**src/design/dbs_pkg.sv**
```systemverilog
`timescale 1ns / 1ps
// Shared types and constants of the differential backlog scheduler.
// No dependencies.
package dbs_pkg;

  localparam int STORE_DEPTH_DEF = 64;
  localparam int NODE_COUNT_DEF  = 256;

  localparam int TAG_W    = 16;
  localparam int ADDR_W   = 8;
  localparam int CNT_W    = 7;
  localparam int STATUS_W = 3;

  localparam logic [CNT_W-1:0] LIMIT_RESET = CNT_W'(50);

  typedef enum logic [STATUS_W-1:0] {
    ST_ACCEPTED = 3'd0,
    ST_OVER_LIMIT = 3'd1,
    ST_STORE_FULL = 3'd2,
    ST_DEQUEUED = 3'd3,
    ST_EMPTY = 3'd4
  } status_t;

  localparam logic ACT_ENQUEUE = 1'b0;
  localparam logic ACT_DEQUEUE = 1'b1;

  // One queued packet.
  typedef struct packed {
    logic [TAG_W-1:0]  tag;
    logic [ADDR_W-1:0] dest;
    logic              hop_valid;
    logic [ADDR_W-1:0] hop;
  } entry_t;

  // Write request to the count table.
  typedef struct packed {
    logic             en;
    logic [CNT_W-1:0] data;
  } cnt_wr_t;

endpackage

```
**src/design/dbs_count_mem.sv**
```systemverilog
`timescale 1ns / 1ps
// Per-node count table: one write port, two registered read ports.
// Depends on dbs_pkg.
module dbs_count_mem import dbs_pkg::*; #(
  parameter int NODE_COUNT = NODE_COUNT_DEF,
  parameter int NW = $clog2(NODE_COUNT)
) (
  input  logic             clk,
  input  cnt_wr_t          wr,
  input  logic [NW-1:0]    waddr,
  input  logic [NW-1:0]    ra_addr,
  input  logic [NW-1:0]    rb_addr,
  output logic [CNT_W-1:0] ra_data,
  output logic [CNT_W-1:0] rb_data
);

  logic [CNT_W-1:0] mem [NODE_COUNT];

  always_ff @(posedge clk) begin
    if (wr.en) begin
      mem[waddr] <= wr.data;
    end
    ra_data <= mem[ra_addr];
    rb_data <= mem[rb_addr];
  end

endmodule

```
**config.mk**
```make
export PLATFORM = sky130hd
export DESIGN_NAME = dbs_count_mem
export DESIGN_NICKNAME = d
export VERILOG_FILES = /design/src/design/dbs_pkg.sv /design/src/design/dbs_count_mem.sv
export SDC_FILE = /design/constraint.sdc
export NUM_CORES = 2
export LEC_CHECK = 0
export BUFFER_PORTS_ARGS = -buffer_cell sky130_fd_sc_hd__buf_2
export CAP_MARGIN = 40
export CELL_PAD_IN_SITES_DETAIL_PLACEMENT = 1
export CELL_PAD_IN_SITES_GLOBAL_PLACEMENT = 1
export CORE_MARGIN = 2
export CORE_UTILIZATION = 30
export DETAILED_ROUTE_END_ITERATION = 16
export PLACE_DENSITY = 0.56
export SYNTH_ARGS = -nofsm -noshare
export SYNTH_HDL_FRONTEND = slang
export SYNTH_SLANG_ARGS = --single-unit
```
**constraint.sdc**
```tcl
create_clock -name clk -period 4.7 [get_ports clk]
set_clock_uncertainty 0.05 [all_clocks]
set_input_delay 0.705 -clock clk [delete_from_list [all_inputs] [get_ports clk]]
set_output_delay 0.705 -clock clk [all_outputs]
set_load 0.005 [all_outputs]
```
Word level (Yosys, flattened, before mapping)

Memory sizes are Yosys's and may differ from the RTL's. A register that Yosys moved wholly into a read port is not among the register bits.
Cells that the tools add are included.

Multiplexer cells: 2

Operator list:

| operator         | count |
|---|---|
| 2-to-1 mux 1 bit | 2 |

Flip-flop bits (word level): 0
Memory bits (writable): 1792
Output and inout bits: 14
Memories: 1

Memories:

| memory | words | bits a word | rd ports | clocked after Yosys merged registers in | wr ports | RTL line            | text |
|---|---|---|---|---|---|---|---|
| mem    | 256   | 7           | 2        | 2                                       | 1        | dbs_count_mem.sv:17 | `logic [CNT_W-1:0] mem [NODE_COUNT];` |

Longest topological paths before layout

Depth in word-level cells: 2
Mapped depth: 12
Depth with buffers taken out: 6

Worst setup path after synthesis

Ideal clock, no wire load.

Path kind: input to register
From: in ra_addr[0]
To: reg ra_data[0] (read register of mem)
Library setup time: 133 ps
Arrival: 2568 ps
Required time: 4517 ps
Setup slack: 1948 ps
Stages on the path: 9
Path buffers: 4
Path through: buf_6 buf_12 buf_6 buf_2 mux4_2 a221oi_1 o22ai_1 nor3_1 nor4_1

RTL lines:

| item        | RTL line            | text |
|---|---|---|
| from (decl) | dbs_count_mem.sv:11 | `input logic [NW-1:0] ra_addr,` |
| to (decl)   | dbs_count_mem.sv:13 | `output logic [CNT_W-1:0] ra_data,` |

==> metrics.txt <==
outcome=finished, final reports clean; Leakage=0.0307 uW; clk slew on worst S/H paths=60 ps; Max FO, Critical Path=26; Synth Flop Type=edfxtp_1; Post-DRT Antenna Nets=0; Avg Cell Area, Syn=18.8 um^2; fin cells=8706; CTS tree=done; Placer Congestion=0.897; die height=534 um; CTS Sinks=1806; die footprint=0.286 mm^2; Cells after DPL=8339; post-synthesis sequential area ratio=64.1%; Critical Path Source=ra_addr[3]; hpwl dp=209000 um; CP max stage delay=690 ps; Yosys Warn Count=0; Seq pwr share=49.3%; nature of the critical path startpoint=primary input; IO Pins=47; slowest CP cell=nor4_1; Post-Syn Area=0.0844 mm^2; synthesis-stage register bit count=1806; max-slew violations=0; Detailed Routing Iterations Pass 1=5; Hold Path Origin=wr[4]; share of cells above drive strength 1=32.9%; postcts setup bufs=0; WHS=241 ps; initial drt markers=6106; first-pass GRT wire length=423000 um; Worst EP arrival=4230 ps; core area=0.280 mm^2; Slew HR=32.1%; final setup fails=0; Combinational Power Share=8.9%; Final Cycle Share=76.5%; Residual DRC=0; Finished Cell Area=0.0977 mm^2; pin slew with the least headroom to its limit=1020 ps; DRT Wirelength=303000 um; root buffer cell=clkbuf_16; Remaining Overflow, GRT=0; initial antenna violation count=20; Power Dens Cells=370 mW/mm^2; WP buf/inv=4; syn_nets=4532; fin nets=4847; largest net degree at the start of global routing=118; DR vias=50.1k; gate count of the mapped netlist=4499; dpl cell area=0.0915 mm^2; Final Worst Setup Slack=1110 ps; Max Fclk=278 MHz; RSZ-0062 raised after global routing=no; synth unique cells=53; Tot GR Track Use=21.0%; critical path capture point type=flop; post-synthesis async set-or-reset flop share=0%; CTS resizes=0; P_sw=8750 uW; Int Pwr=27400 uW; std cell rows=194; max_cap viols=0; vias in the first global route=51.6k; I/O Buffers=46; die width=534 um; Clock Power Share=41.8%; CTS buffer count=195; Tmin final=3590 ps; most frequent CP cell=buf_4; Critical Path RT=5330 ps; number of synthesized flops with an enable pin=1792; FF-to-FF Start=mem[159][2]$_DFFE_PP_; Worst-Skew Late Latency=870 ps; Hold Vio Cnt, Final=0; Wirelength per Cell=34.8 um; worst-path cell chain=buf_2 > inv_4 > buf_4 > mux2_2 > o21ai_1 > nor3_1 > a2111oi_2 > buf_4 > nor4_1; initial core utilization=30.2%; CTS Hold Buffers Added=0; CP top delay family=buffers and inverters; H-Tree Depth=4; Peak VDD IR=282 uV; sw frac=24.2%; Hold Path Class=primary input to flop; via/cell ratio=5.76; Layout area overhead=15.7%; critical path class=primary input to flop; pre-CTS WS=303 ps; Clock Path Buffers=3
-- placed cells by master, fill, tap and decap left out, types with 16 or more instances in the layout --
cell	synthesis	final
edfxtp_1	1792	1792
mux4_2	801	801
buf_4	45	380
nor2_1	300	296
mux2i_1	291	291
clkbuf_16	0	197
o22ai_1	110	110
nand2_1	111	109
nor3_1	82	82
o221ai_1	78	78
a21oi_1	65	65
buf_12	1	56
clkinv_1	3	53
a211oi_1	48	48
a22oi_1	47	47
o21ai_0	44	44
a221oi_1	44	44
clkbuf_1	162	39
clkinv_2	0	37
a22o_1	37	37
buf_2	74	32
nor2b_1	35	31
mux2_2	31	31
a2111oi_0	20	16
nand3_1	25	16
-- cell families after synthesis --
family / Yosys count / synth area share, %
DFF: 1806 / 64.1
muxes: 1123 / 25.2
and+or+nand+nor: 634 / 3.38
AOI/OAI and AO/OA: 560 / 4.80
buffers and inverters: 376 / 2.51
-- layout make-up --
| type | count | area, um^2 |
|---|---|---|
| Antenna cell | 9 | 22.5 |
| Clock buffer | 239 | 5120 |
| Clock inverter | 117 | 1010 |
| Fill cell | 27800 | 182000 |
| Inverter | 8 | 33.8 |
| Multi-Input combinational cell | 2317 | 28400 |
| Sequential cell | 1806 | 54100 |
| Tap cell | 3724 | 4660 |
| Timing Repair Buffer | 486 | 4410 |
-- per-stage QoR --
stage                     utilization (%)  TNS [ps]  total power, uW
final                                34.9         0            36100
after global routing                 34.9         0            37000
after CTS                            34.9         0            36400
after detailed placement             32.7         0            21400
after global placement               32.6      -394            21300
after floorplan                         -         0            19800
-- worst reg2reg max path, stage by stage, from the launching register on --
cell and delay, ps:
edfxtp_1 390, mux4_2 490, a22o_1 280, nor3_1 350, nor3_1 200, a2111oi_0 710
buf_4 260, nor4_1 70
-- cell usage after synthesis, drive strengths merged, types with 47 or more instances --
library cell,n,area (um^2)
nand2,111,417
a211oi,48,360
clkbuf,162,608
o221ai,78,683
o22ai,110,688
buf,206,1480
mux4,801,18000
a22oi,47,353
edfxtp,1792,53800
nor3,82,410
mux2i,291,2910
a21oi,65,325
o21ai,51,255
nor2,300,1130
-- power groups by stage --
stage	combinational (uW)	sequential, uW	clock, uW
after detailed placement	3200	18200	0
after global placement	3170	18200	0
final	3210	17800	15100
after floorplan	1690	18100	0
after CTS	3210	17800	15300
after global routing	3330	17800	15900
-- registers in the layout, indices dropped and copies added, names as in the netlist --
| name | flops |
|---|---|
| ra_data | 7 |
| mem | 1792 |
| rb_data | 7 |
-- layer usage --
metal	global-route usage (%)	share of wire [%]	wire length, um
met1	28.6	41	125000
met2	33.6	47	144000
met3	3.46	7.3	22100
met4	8.08	4.0	12100
met5	0	0	0
-- path summary, 6_finish.rpt --
path / to / slack [ps] / cells after the start
max: ra_data[5]$_DFF_P_ / 1110 / 9
min: mem[120][4]$_DFFE_PP_ / 240 / 1
max reg2reg: ra_data[2]$_DFF_P_ / 1740 / 7
min reg2reg: ra_data[0]$_DFF_P_ / 1050 / 6
Note: power is estimated with default switching activity, not from simulation.
