File: config.mk
export PLATFORM = sky130hd
export DESIGN_NAME = dbs_cell
export DESIGN_NICKNAME = d
export VERILOG_FILES = /design/src/design/dbs_pkg.sv /design/src/design/dbs_cell.sv
export SDC_FILE = /design/constraint.sdc
export NUM_CORES = 1
export LEC_CHECK = 0
export ABC_AREA = 0
export ABC_CLOCK_PERIOD_IN_PS = 2050
export BUFFER_PORTS_ARGS = -buffer_cell sky130_fd_sc_hd__buf_2
export CAP_MARGIN = 20
export CORE_ASPECT_RATIO = 0.5
export CORE_MARGIN = 2
export CORE_UTILIZATION = 43
export CTS_BUF_LIST = sky130_fd_sc_hd__clkbuf_8
export CTS_CLUSTER_DIAMETER = 30
export CTS_CLUSTER_SIZE = 40
export DETAILED_ROUTE_END_ITERATION = 6
export HOLD_SLACK_MARGIN = 0.12
export PLACE_DENSITY = 0.82
export RECOVER_POWER = 100
export SYNTH_ARGS = -nofsm -noshare
export SYNTH_HDL_FRONTEND = slang
export SYNTH_SLANG_ARGS = --single-unit
File: constraint.sdc
create_clock -name clk -period 2.05 [get_ports clk]
set_input_delay 0.205 -clock clk [delete_from_list [all_inputs] [get_ports clk]]
set_output_delay 0.205 -clock clk [all_outputs]
set_load 0.1 [all_outputs]
File: src/design/dbs_pkg.sv
`timescale 1ns / 1ps
// Shared types and constants of the differential backlog scheduler.
// No dependencies.
package dbs_pkg;

  localparam int STORE_DEPTH_DEF = 64;
  localparam int NODE_COUNT_DEF  = 256;

  localparam int TAG_W    = 16;
  localparam int ADDR_W   = 8;
  localparam int CNT_W    = 7;
  localparam int STATUS_W = 3;

  localparam logic [CNT_W-1:0] LIMIT_RESET = CNT_W'(50);

  typedef enum logic [STATUS_W-1:0] {
    ST_ACCEPTED = 3'd0,
    ST_OVER_LIMIT = 3'd1,
    ST_STORE_FULL = 3'd2,
    ST_DEQUEUED = 3'd3,
    ST_EMPTY = 3'd4
  } status_t;

  localparam logic ACT_ENQUEUE = 1'b0;
  localparam logic ACT_DEQUEUE = 1'b1;

  // One queued packet.
  typedef struct packed {
    logic [TAG_W-1:0]  tag;
    logic [ADDR_W-1:0] dest;
    logic              hop_valid;
    logic [ADDR_W-1:0] hop;
  } entry_t;

  // Write request to the count table.
  typedef struct packed {
    logic             en;
    logic [CNT_W-1:0] data;
  } cnt_wr_t;

endpackage

File: src/design/dbs_cell.sv
`timescale 1ns / 1ps
// One store cell: holds a packet entry, loads a new one or takes its neighbor's.
// Depends on dbs_pkg.
module dbs_cell import dbs_pkg::*; (
  input  logic   clk,
  input  logic   load,
  input  logic   move,
  input  entry_t load_entry,
  input  entry_t nbr_entry,
  output entry_t entry
);

  always_ff @(posedge clk) begin
    if (load) begin
      entry <= load_entry;
    end else if (move) begin
      entry <= nbr_entry;
    end
  end

endmodule

# Word-level counts from Yosys, hierarchy flattened
# Index checks and enable logic that the tools add are counted.
# totals
ff_bits	33
input_bits	69
output_inout_bits	33
word_cells	7
# classes
muxes	2
reduce_logical	1
# ops
cell	n
two-way mux 33 bit	2
nonzero test 2 bit	1

# Logic depth before layout (Yosys ltp)
# Gate-level depths: netlist of the first run.
# logic_depth
word_depth	2
mapped_depth	3
mapped_depth_nobuf	1

# Least setup slack after synthesis of the first run
# OpenSTA, ideal clock, no wires.
# synth_timing
path_kind	input to register
startpoint	input port load
endpoint	register entry[0] (netlist name), enable pin
setup_ns	0.392
arrival_ns	1.255
t_required_ns	1.658
slack_ns	0.404
cell_stages	3
path_buffers	2
cell_sequence	buf_6 > buf_12 > or2_1
# synth_via
elab_chain_cells	1
# synth_rtl
item	line_no	source
from (decl)	dbs_cell.sv:6	input logic load,
nonzero test 2 bit (no line)	--	
to (signal assigned)	dbs_cell.sv:15	entry <= load_entry;
to (signal assigned)	dbs_cell.sv:17	entry <= nbr_entry;
to (decl)	dbs_cell.sv:10	output entry_t entry
# Every way passes these cells.
# A chain may end at the register's enable or synchronous reset.

# Worst setup path after layout of the first run
# layout_timing
startpoint	input port load
endpoint	register entry[20] (netlist name) (data pin)
# layout_via
elab_chain_cells	1
# layout_rtl
item	line_no	source
two-way mux 33 bit	dbs_cell.sv:14	if (load) begin
# Every way passes these cells.

==> flow_summary_export.csv, run 1 <==
group,metric,value,unit
yosys,postSynthAreaPerCell,21.82,um^2
yosys,synthFlopType,"sky130_fd_sc_hd__edfxtp_1",
sta,worst_pin_slew,0.9260,ns
yosys,synth-xor-area-share,0,%
yosys,synthTopCellsByArea,"sky130_fd_sc_hd__edfxtp_1 64%, sky130_fd_sc_hd__mux2_4 28%, sky130_fd_sc_hd__buf_12 3.9%",
yosys,post_synth_inst_count,71,
detailed_routing,detail-route-antenna-nets,0,
detailed_routing,drc_errors,0,
clocking,clock_tree_from_tritoncts,"yes",
run_status,status,"finished clean",
yosys,netlist_area_before_placement,1549,um^2
layout,layout_top_registers,"entry: 33 flops",
clocking,cts.clk_slew.worst_paths,0.06,ns
sta,timing.final.max_slew_violations,0,
worst_setup_path,crit_type,"input pin to flop",
place,detailed_place_hpwl,2.501,mm
global_routing,gr-total-overflow,0,
detailed_routing,detailroute.via_count,980,
global_routing,groute.usage.overall,15.56,%
clocking,cts_hold_buffers,0,
layout,regMostFlops,"entry",
yosys,synth.largest_area_cell,"sky130_fd_sc_hd__edfxtp_1",
floorplan,initial_utilization,45.10,%
clocking,cts_root_buf,"sky130_fd_sc_hd__clkbuf_8",
sta,final_hold_viol_count,0,
sta,relSlewSlack,38.27,%
layout,largest_register_ff_count,33,
yosys,postSynth.asyncResetShare,0,%
clocking,tritoncts.num_buffers,5,
worst_setup_path,worst_setup_path_start_kind,"input pin",
global_routing,wire_length_of_the_first_global_routing_pass,4.491,mm
worst_setup_path,critPathCaptureType,"flop",
global_routing,vias_in_the_first_global_route,1018,
power_and_ir_drop,total_power,0.002172,W
job,max-cap-violations,0,
floorplan,die_y,46.44,um
sta,rsz0062_at_grt,"no",
floorplan,core,3435,um^2
global_routing,grt_start_max_net_pins,20,
floorplan,ioPinCount,102,
detailed_routing,drt_pass1_iterations,2,
sta,setup_viol_count_final,0,
detailed_routing,drt_iter0_drc,11,
floorplan,die_area,4128,um^2
yosys,post_synth_mux_area_share,31.02,%
yosys,post_synthesis_net_count,140,
yosys,number_of_warnings_reported_in_the_yosys_synthesis_log,0,
yosys,synth_enable_flop_cells,33,
layout,final_layout_size_suffix_gt1_share,64.25,%
clocking,cts_sinks,33,
yosys,synthMostInstantiatedCell,"sky130_fd_sc_hd__edfxtp_1",
worst_setup_path,timing.critical_path.arrival,1.48,ns
floorplan,placement_rows,15,
power_and_ir_drop,power_per_cell_area,1041,nW/um^2
clocking,ctsHtreeMaxLevel,2,
yosys,seq_total_area_yosys,63.97,%
detailed_routing,finalWirelength,3.208,mm
min_path,worstHoldPathCells,2,
sta,final_period_util,71.15,%
worst_setup_path,critPathMaxFanout,19,
clocking,cts_resized,0,
layout,area.growth.synth_to_final,34.65,%
place,place_congestion,0.7592,
power_and_ir_drop,power_leakage,0.9483,nW
min_path,holdCritStartpoint,"nbr_entry[8]",
yosys,ys_types,6,
layout,finalNetCount,247,
min_path,min_to,"entry[8]$_DFFE_PP_",
yosys,ys_seq_elements,33,
sta,final.setup.tns,0,ns
clocking,cts_max_path_buffers,2,
yosys,synth_top_cell_area_share,63.97,%
layout,antenna_cells_inserted,0,
min_path,min-delay-path-class,"input pin to flop",
worst_setup_path,cp_data_required_time,2.08,ns
sta,period_needed,1.459,ns
yosys,post_synthesis_compound_gate_area_fraction,0,%
yosys,synth_top_family_by_area,"multiplexers",
sta,achievable-frequency,685.6,MHz
yosys,synthAdderAreaFrac,0,%
layout,nFillCells,297,
place,numPortBuffers,101,
power_and_ir_drop,worst_ir_drop_vdd,313.5,uV
global_routing,grt_antenna_before_repair,0,
yosys,synth_common_cells,"33 x sky130_fd_sc_hd__edfxtp_1, 29 x sky130_fd_sc_hd__mux2_4, 4 x sky130_fd_sc_hd__mux2_2",
detailed_routing,wire_per_inst,13.95,um
floorplan,chipWidth,88.88,um
yosys,simple_gate_area_share_of_the_yosys_netlist,0.4039,%
clocking,post_cts_buffers,0,
detailed_routing,route.detailed.vias_per_inst,4.261,
kinds of logic (layout without fill, tap and decap cells):
| family | Yosys count | count (layout) |
|---|---|---|
| mux | 33 | 33 |
| flops | 33 | 33 |
| buf+inv | 4 | 112 |
| simple gates | 1 | 1 |
routing by layer:
| metal | wire length [um] | share of wire (%) | up-vias | GRT usage [%] |
|---|---|---|---|---|
| met5 | 0 | 0 | - | 0 |
| li1 | - | - | 488 | - |
| met2 | 1754 | 55 | 33 | 28.81 |
| met1 | 1254 | 39 | 453 | 15.95 |
| met4 | 41 | 1.3 | 0 | 8.788 |
| met3 | 157 | 4.9 | 6 | 5.197 |
per-stage QoR:
step | hold slack, ns | worst slack, ns | area, um^2 | util [%] | std cells
2_1_floorplan | 0.4225 | 0.4036 | 1549 | - | 71
3_3_place_gp | 0.5059 | 0.6495 | 2082 | 60.62 | 222
3_5_place_dp | 0.5080 | 0.6162 | 2082 | 60.62 | 222
4_1_cts | 0.2063 | 0.7737 | 2188 | 63.72 | 230
5_1_grt | 0.1986 | 0.5363 | 2086 | 60.73 | 230
6_report | 0.2085 | 0.5914 | 2086 | 60.73 | 230
cell usage in the layout, fill, tap and decap left out:
master | netlist | layout
sky130_fd_sc_hd__or2_0 | 0 | 1
sky130_fd_sc_hd__inv_1 | 0 | 1
sky130_fd_sc_hd__mux2_4 | 29 | 2
sky130_fd_sc_hd__mux2_2 | 4 | 4
sky130_fd_sc_hd__clkbuf_8 | 0 | 5
sky130_fd_sc_hd__mux2_1 | 0 | 27
sky130_fd_sc_hd__buf_12 | 3 | 1
sky130_fd_sc_hd__bufinv_16 | 0 | 1
sky130_fd_sc_hd__clkbuf_1 | 0 | 1
sky130_fd_sc_hd__clkinv_1 | 0 | 1
sky130_fd_sc_hd__buf_2 | 0 | 100
sky130_fd_sc_hd__edfxtp_1 | 33 | 33
sky130_fd_sc_hd__buf_4 | 0 | 2
worst max-delay path, stage by stage:
cell	delay (ns)
sky130_fd_sc_hd__clkbuf_1	0.67
sky130_fd_sc_hd__buf_12	0.25
sky130_fd_sc_hd__mux2_1	0.35
how the worst max path moves through the flow:
stage	cells past startpoint	from	endpoint	slack, ns
final	3	load	entry[20]$_DFFE_PP_	0.59
after floorplan	3	load	entry[0]$_DFFE_PP_	0.40
after detailed placement	3	load	entry[19]$_DFFE_PP_	0.62
after CTS	1	entry[19]$_DFFE_PP_	entry[19]	0.77
after global placement	3	load	entry[12]$_DFFE_PP_	0.65
after global routing	3	load	entry[20]$_DFFE_PP_	0.54
power by group:
| group | internal (W) | switching (W) | total (W) |
|---|---|---|---|
| logic | 0.000135 | 0.000619 | 0.000754 |
| clock network | 0.000353 | 0.000219 | 0.000572 |
| registers | 0.000828 | 0.0000174 | 0.000846 |
| total | 0.00132 | 0.000856 | 0.00217 |
cell type report:
class	count	area, um^2	area share (%)
Sequential cell	33	991.0	47.51
Timing Repair Buffer	104	539.3	25.85
Multi-Input combinational cell	34	385.4	18.48
Clock buffer	5	68.82	3.299
Tap cell	51	63.81	3.059
Clock inverter	3	37.54	1.800
(Power assumes the default switching activity.)
==> run 2, diff against run 1 <==
--- a/config.mk
+++ b/config.mk
@@ -5,19 +5,19 @@
 export SDC_FILE = /design/constraint.sdc
 export NUM_CORES = 1
 export LEC_CHECK = 0
-export ABC_AREA = 0
-export ABC_CLOCK_PERIOD_IN_PS = 2050
+export ABC_AREA = 1
+export ABC_CLOCK_PERIOD_IN_PS = 1190
 export BUFFER_PORTS_ARGS = -buffer_cell sky130_fd_sc_hd__buf_2
 export CAP_MARGIN = 20
 export CORE_ASPECT_RATIO = 0.5
 export CORE_MARGIN = 2
-export CORE_UTILIZATION = 43
+export CORE_UTILIZATION = 38
 export CTS_BUF_LIST = sky130_fd_sc_hd__clkbuf_8
 export CTS_CLUSTER_DIAMETER = 30
 export CTS_CLUSTER_SIZE = 40
 export DETAILED_ROUTE_END_ITERATION = 6
 export HOLD_SLACK_MARGIN = 0.12
-export PLACE_DENSITY = 0.82
+export PLACE_DENSITY = 0.78
 export RECOVER_POWER = 100
 export SYNTH_ARGS = -nofsm -noshare
 export SYNTH_HDL_FRONTEND = slang
==> constraint.sdc (replaced) <==
create_clock -name clk -period 1.19 [get_ports clk]
set_input_delay 0.119 -clock clk [delete_from_list [all_inputs] [get_ports clk]]
set_output_delay 0.119 -clock clk [all_outputs]
set_load 0.1 [all_outputs]
==> run 2 against run 1 <==
Effect of this change:
- first-iteration DRC count grew to 5.5 times the previous value
- clock power grew 33%
- via count grew 48%
==> flow_summary_export.csv, run 2 <==
group,metric,value,unit
floorplan,die_y,48.08,um
layout,area.growth.synth_to_final,71.10,%
global_routing,grt_antenna_before_repair,0,
detailed_routing,route.detailed.vias_per_inst,4.218,
run_status,status,"finished clean",
clocking,clock_tree_from_tritoncts,"yes",
worst_setup_path,critical-path-top-delay-family,"buffers and inverters",
sta,period_needed,1.152,ns
global_routing,vias_in_the_first_global_route,1355,
worst_setup_path,crit_path_cell_trace,"buf_2",
yosys,number_of_warnings_reported_in_the_yosys_synthesis_log,0,
sta,rsz0062_at_grt,"no",
detailed_routing,wire_per_inst,11.87,um
floorplan,ioPinCount,102,
worst_setup_path,timing.critical_path.arrival,1.03,ns
place,detailed_place_hpwl,2.602,mm
worst_setup_path,worst_setup_path_start_kind,"flop",
global_routing,grt_start_max_net_pins,34,
clocking,cts_root_buf,"sky130_fd_sc_hd__clkbuf_8",
worst_setup_path,cp_data_required_time,1.07,ns
floorplan,die_area,4430,um^2
yosys,seq_total_area_yosys,67.12,%
yosys,synth_common_cells,"89 x sky130_fd_sc_hd__nand2_1, 33 x sky130_fd_sc_hd__edfxtp_1, 10 x sky130_fd_sc_hd__nand2_2",
detailed_routing,detailroute.via_count,1451,
clocking,ctsHtreeMaxLevel,2,
layout,antenna_cells_inserted,0,
yosys,synthMostInstantiatedCell,"sky130_fd_sc_hd__nand2_1",
clocking,cts_max_path_buffers,2,
clocking,cts_sinks,33,
sta,timing.final.max_slew_violations,0,
floorplan,placement_rows,15,
worst_setup_path,critical_path.n_buffers_inverters,1,
yosys,synthTopCellsByArea,"sky130_fd_sc_hd__edfxtp_1 67%, sky130_fd_sc_hd__nand2_1 23%, sky130_fd_sc_hd__nand2_2 4.2%",
power_and_ir_drop,worst_ir_drop_vdd,504.4,uV
power_and_ir_drop,power_per_cell_area,1447,nW/um^2
sta,post-route-worst-setup-slack,0.03828,ns
detailed_routing,drt_iter0_drc,61,
power_and_ir_drop,total_power,0.003655,W
global_routing,groute.usage.overall,17.65,%
layout,final_cell_mix,"99 x sky130_fd_sc_hd__buf_2, 97 x sky130_fd_sc_hd__nand2_1, 47 x sky130_fd_sc_hd__dlygate4sd3_1",
sta,final.setup.tns,0,ns
sta,worst_pin_slew,0.4988,ns
yosys,postSynth.asyncResetShare,0,%
floorplan,chipWidth,92.15,um
yosys,synth_top_cell_area_share,67.12,%
sta,final_period_util,96.78,%
min_path,holdCritStartpoint,"load_entry[1]",
yosys,ys_types,8,
global_routing,wire_length_of_the_first_global_routing_pass,5.713,mm
yosys,postSynthAreaPerCell,10.47,um^2
yosys,post_synthesis_net_count,210,
layout,final_util,70.84,%
detailed_routing,detail-route-antenna-nets,0,
layout,largest_register_ff_count,33,
worst_setup_path,worst_path_cell_with_the_longest_stage_delay,"sky130_fd_sc_hd__buf_2",
clocking,cts.clk_slew.worst_paths,0.06,ns
worst_setup_path,crit_type,"flop to output port",
clocking,tritoncts.num_buffers,5,
detailed_routing,drc_errors,0,
power_and_ir_drop,power_leakage,1.296,nW
floorplan,initial_utilization,41.40,%
floorplan,core,3566,um^2
sta,relSlewSlack,66.97,%
yosys,netlist_area_before_placement,1476,um^2
sta,fin_worst_hold_slack,0.1268,ns
worst_setup_path,critPathCaptureType,"output port",
sta,final_hold_viol_count,0,
global_routing,gr-total-overflow,0,
layout,regMostFlops,"entry",
worst_setup_path,critPathMaxFanout,1,
layout,final_layout_size_suffix_gt1_share,38.91,%
layout,layout_top_registers,"entry: 33 flops",
yosys,synthFlopType,"sky130_fd_sc_hd__edfxtp_1",
job,max-cap-violations,0,
layout,commonest_non_fill_non_tap_cell_in_the_layout,"sky130_fd_sc_hd__buf_2",
layout,finalNetCount,361,
place,post-place-ws,0.1396,ns
min_path,worstHoldPathCells,3,
yosys,synth_enable_flop_cells,33,
min_path,min-delay-path-class,"input pin to flop",
sta,achievable-frequency,868.3,MHz
detailed_routing,drt_pass1_iterations,4,
sta,setup_viol_count_final,0,
worst_setup_path,slowest_delay,0.42,ns
detailed_routing,finalWirelength,4.083,mm
yosys,ys_seq_elements,33,
place,numPortBuffers,101,
yosys,synth.largest_area_cell,"sky130_fd_sc_hd__edfxtp_1",
place,place_congestion,0.8103,
clocking,cts_resized,0,
min_path,min_to,"entry[1]$_DFFE_PP_",
yosys,post_synth_inst_count,141,
## run 2: changes by cell type after synthesis, sizes merged
cell | previous run | this run
buf | 4 | 7
inv | 0 | 1
mux2 | 33 | 0
nand2 | 0 | 99
## run 2: layer usage
metal	wire [um]	up-vias	track usage, %
met2	2327	42	38.09
li1	-	749	-
met4	63	0	6.567
met5	0	-	0
met1	1525	654	17.58
met3	167	6	4.409
## run 2: cell type report
type / count / area [um^2]
Clock buffer: 5 / 68.82
Sequential cell: 33 / 991.0
Tap cell: 51 / 63.81
Multi-Input combinational cell: 100 / 382.9
Fill cell: 282 / 1040
Clock inverter: 3 / 13.76
Inverter: 1 / 8.758
Timing Repair Buffer: 151 / 997.2
## run 2: through the flow
step,area [um^2],instances
global placement,2024,289
global route,2526,344
finish,2526,344
CTS,2567,343
floorplan,1476,141
detailed placement,2024,289
## run 2: cell families after synthesis
| group | Yosys count | synth area share [%] |
|---|---|---|
| buf+inv | 8 | 5.593 |
| simple gates | 100 | 27.29 |
| flops | 33 | 67.12 |
## run 2: what timing repair did
action	CTS	global route
hold buffers	46	1
setup buffers	0	0
endpoints found under the hold margin	29	1
## run 2: worst max-delay path by stage
stage | endpoint | cells past startpoint | slack (ns) | from
after floorplan | entry[0]$_DFFE_PP_ | 2 | 0.09 | load
after global placement | entry[27]$_DFFE_PP_ | 3 | 0.19 | load
after detailed placement | entry[12]$_DFFE_PP_ | 5 | 0.14 | load
after CTS | entry[6] | 1 | 0.02 | entry[6]$_DFFE_PP_
after global routing | entry[21] | 1 | 0.002 | entry[21]$_DFFE_PP_
final | entry[7] | 1 | 0.04 | entry[7]$_DFFE_PP_
## run 2: report_power, final
| group | switching [W] | internal [W] |
|---|---|---|
| clock | 0.000364 | 0.000396 |
| sequential | 0.0000306 | 0.00143 |
| combinational | 0.00113 | 0.000307 |
==> run 3, diff against run 2 <==
--- a/config.mk
+++ b/config.mk
@@ -5,13 +5,12 @@
 export SDC_FILE = /design/constraint.sdc
 export NUM_CORES = 1
 export LEC_CHECK = 0
-export ABC_AREA = 1
 export ABC_CLOCK_PERIOD_IN_PS = 1190
 export BUFFER_PORTS_ARGS = -buffer_cell sky130_fd_sc_hd__buf_2
 export CAP_MARGIN = 20
 export CORE_ASPECT_RATIO = 0.5
 export CORE_MARGIN = 2
-export CORE_UTILIZATION = 38
+export CORE_UTILIZATION = 39
 export CTS_BUF_LIST = sky130_fd_sc_hd__clkbuf_8
 export CTS_CLUSTER_DIAMETER = 30
 export CTS_CLUSTER_SIZE = 40
==> run 3 against run 2 <==
Effect of this change:
- combinational power fell by 4%
- count of clock-buffer cells in the layout did not move
- hold slack gained 0.0016 ns
==> flow_summary_export.csv, run 3 (synthesis results as in run 1) <==
group,metric,value,unit
clocking,clock_tree_from_tritoncts,"yes",
sta,achievable-frequency,852.9,MHz
detailed_routing,drc_errors,0,
detailed_routing,finalWirelength,3.262,mm
detailed_routing,drt_iter0_drc,41,
worst_setup_path,worst_setup_path_start_kind,"flop",
sta,setup_viol_count_final,0,
min_path,min-delay-path-class,"input pin to flop",
floorplan,die_area,4523,um^2
sta,relSlewSlack,67.10,%
floorplan,die_y,48.57,um
clocking,cts_max_path_buffers,2,
worst_setup_path,crit_path_cell_trace,"buf_2",
clocking,cts_root_buf,"sky130_fd_sc_hd__clkbuf_8",
power_and_ir_drop,worst_ir_drop_vdd,604.9,uV
place,dp.cells,224,
global_routing,grt_antenna_before_repair,0,
sta,timing.final.max_slew_violations,0,
clocking,cts_sinks,33,
global_routing,gr-total-overflow,0,
layout,final_design_area_no_fill,2167,um^2
place,detailed_place_hpwl,2.490,mm
sta,worst_pin_slew,0.4969,ns
layout,final_util,56.09,%
power_and_ir_drop,power_leakage,1.020,nW
detailed_routing,detail-route-antenna-nets,0,
worst_setup_path,timing.critical_path.arrival,1.05,ns
detailed_routing,drt_pass1_iterations,4,
sta,fin_worst_hold_slack,0.1285,ns
layout,regMostFlops,"entry",
layout,antenna_cells_inserted,0,
worst_setup_path,critical-path-top-delay-family,"buffers and inverters",
clocking,post_cts_buffers,0,
clocking,ctsHtreeMaxLevel,2,
place,place_congestion,0.7600,
sta,final_hold_viol_count,0,
sta,final_period_util,98.53,%
clocking,tritoncts.num_buffers,5,
worst_setup_path,cp_data_required_time,1.07,ns
worst_setup_path,critical_path.n_buffers_inverters,1,
worst_setup_path,slowest_delay,0.43,ns
layout,largest_register_ff_count,33,
run_status,status,"finished clean",
layout,final_cell_mix,"88 x sky130_fd_sc_hd__buf_2, 33 x sky130_fd_sc_hd__edfxtp_1, 20 x sky130_fd_sc_hd__mux2_4",
detailed_routing,wire_per_inst,14.00,um
floorplan,chipWidth,93.13,um
layout,layout_top_registers,"entry: 33 flops",
global_routing,grt_start_max_net_pins,34,
clocking,cts.clk_slew.worst_paths,0.07,ns
worst_setup_path,worst_path_cell_with_the_longest_stage_delay,"sky130_fd_sc_hd__buf_2",
layout,commonest_non_fill_non_tap_cell_in_the_layout,"sky130_fd_sc_hd__buf_2",
power_and_ir_drop,power_per_cell_area,1669,nW/um^2
worst_setup_path,crit_type,"flop to output port",
sta,final.setup.tns,0,ns
floorplan,core,3864,um^2
detailed_routing,detailroute.via_count,1007,
global_routing,groute.usage.overall,13.87,%
layout,instances_no_fill,233,
sta,period_needed,1.172,ns
layout,final_layout_size_suffix_gt1_share,74.30,%
job,max-cap-violations,0,
detailed_routing,route.detailed.vias_per_inst,4.322,
place,placed_area,2228,um^2
layout,finalNetCount,247,
floorplan,placement_rows,16,
worst_setup_path,critPathMaxFanout,1,
place,numPortBuffers,101,
floorplan,ioPinCount,102,
floorplan,initial_utilization,40.09,%
sta,rsz0062_at_grt,"no",
layout,area.growth.synth_to_final,39.90,%
global_routing,vias_in_the_first_global_route,988,
global_routing,wire_length_of_the_first_global_routing_pass,4.671,mm
layout,nFillCells,309,
worst_setup_path,critPathCaptureType,"output port",
## run 3: cell types whose count changed in the layout (fill, tap and decap cells not counted), sizes merged
cell	change
nand2	-99
dlygate4sd3	-46
mux2	+33
buf	-7
clkbuf	+6
inv	-2
clkinv	+1
## run 3: timing repair
action | in CTS | in global routing
endpoints found under the hold margin | 0 | 1
setup endpoints to repair | 0 | 3
hold buffers | 0 | 1
resized for setup | 0 | 3
## run 3: area by class of cell
type | count | area (um^2) | share of cell area (%)
Sequential cell | 33 | 991.0 | 45.73
Timing Repair Buffer | 104 | 571.8 | 26.39
Multi-Input combinational cell | 34 | 455.4 | 21.02
Clock buffer | 5 | 68.82 | 3.176
Tap cell | 54 | 67.56 | 3.118
Clock inverter | 3 | 12.51 | 0.5774
## run 3: final timing paths
path                  slack [ns]            endpoint  cells after the start                start
worst max-delay path        0.02           entry[13]                      1  entry[13]$_DFFE_PP_
worst min-delay path        0.13  entry[6]$_DFFE_PP_                      2         nbr_entry[6]
## run 3: power breakdown
part | switching, W | internal (W)
Combinational | 0.00108 | 0.000297
Clock | 0.000391 | 0.000393
Sequential | 0.0000314 | 0.00143
## run 3: routing by layer
layer,vias up,routed length [um],global-route usage [%]
li1,490,-,-
met4,0,90,8.578
met3,9,107,3.738
met2,28,1878,27.05
met5,-,0,0
met1,480,1186,12.77
## run 3: stage by stage
| stage | power (W) | worst slack (ns) |
|---|---|---|
| after floorplan | 0.002624 | 0.1272 |
| after global placement | 0.002973 | 0.08260 |
| after detailed placement | 0.002992 | 0.04289 |
| after CTS | 0.003777 | 0.01539 |
| after global routing | 0.003733 | 0.002081 |
| final | 0.003618 | 0.01750 |
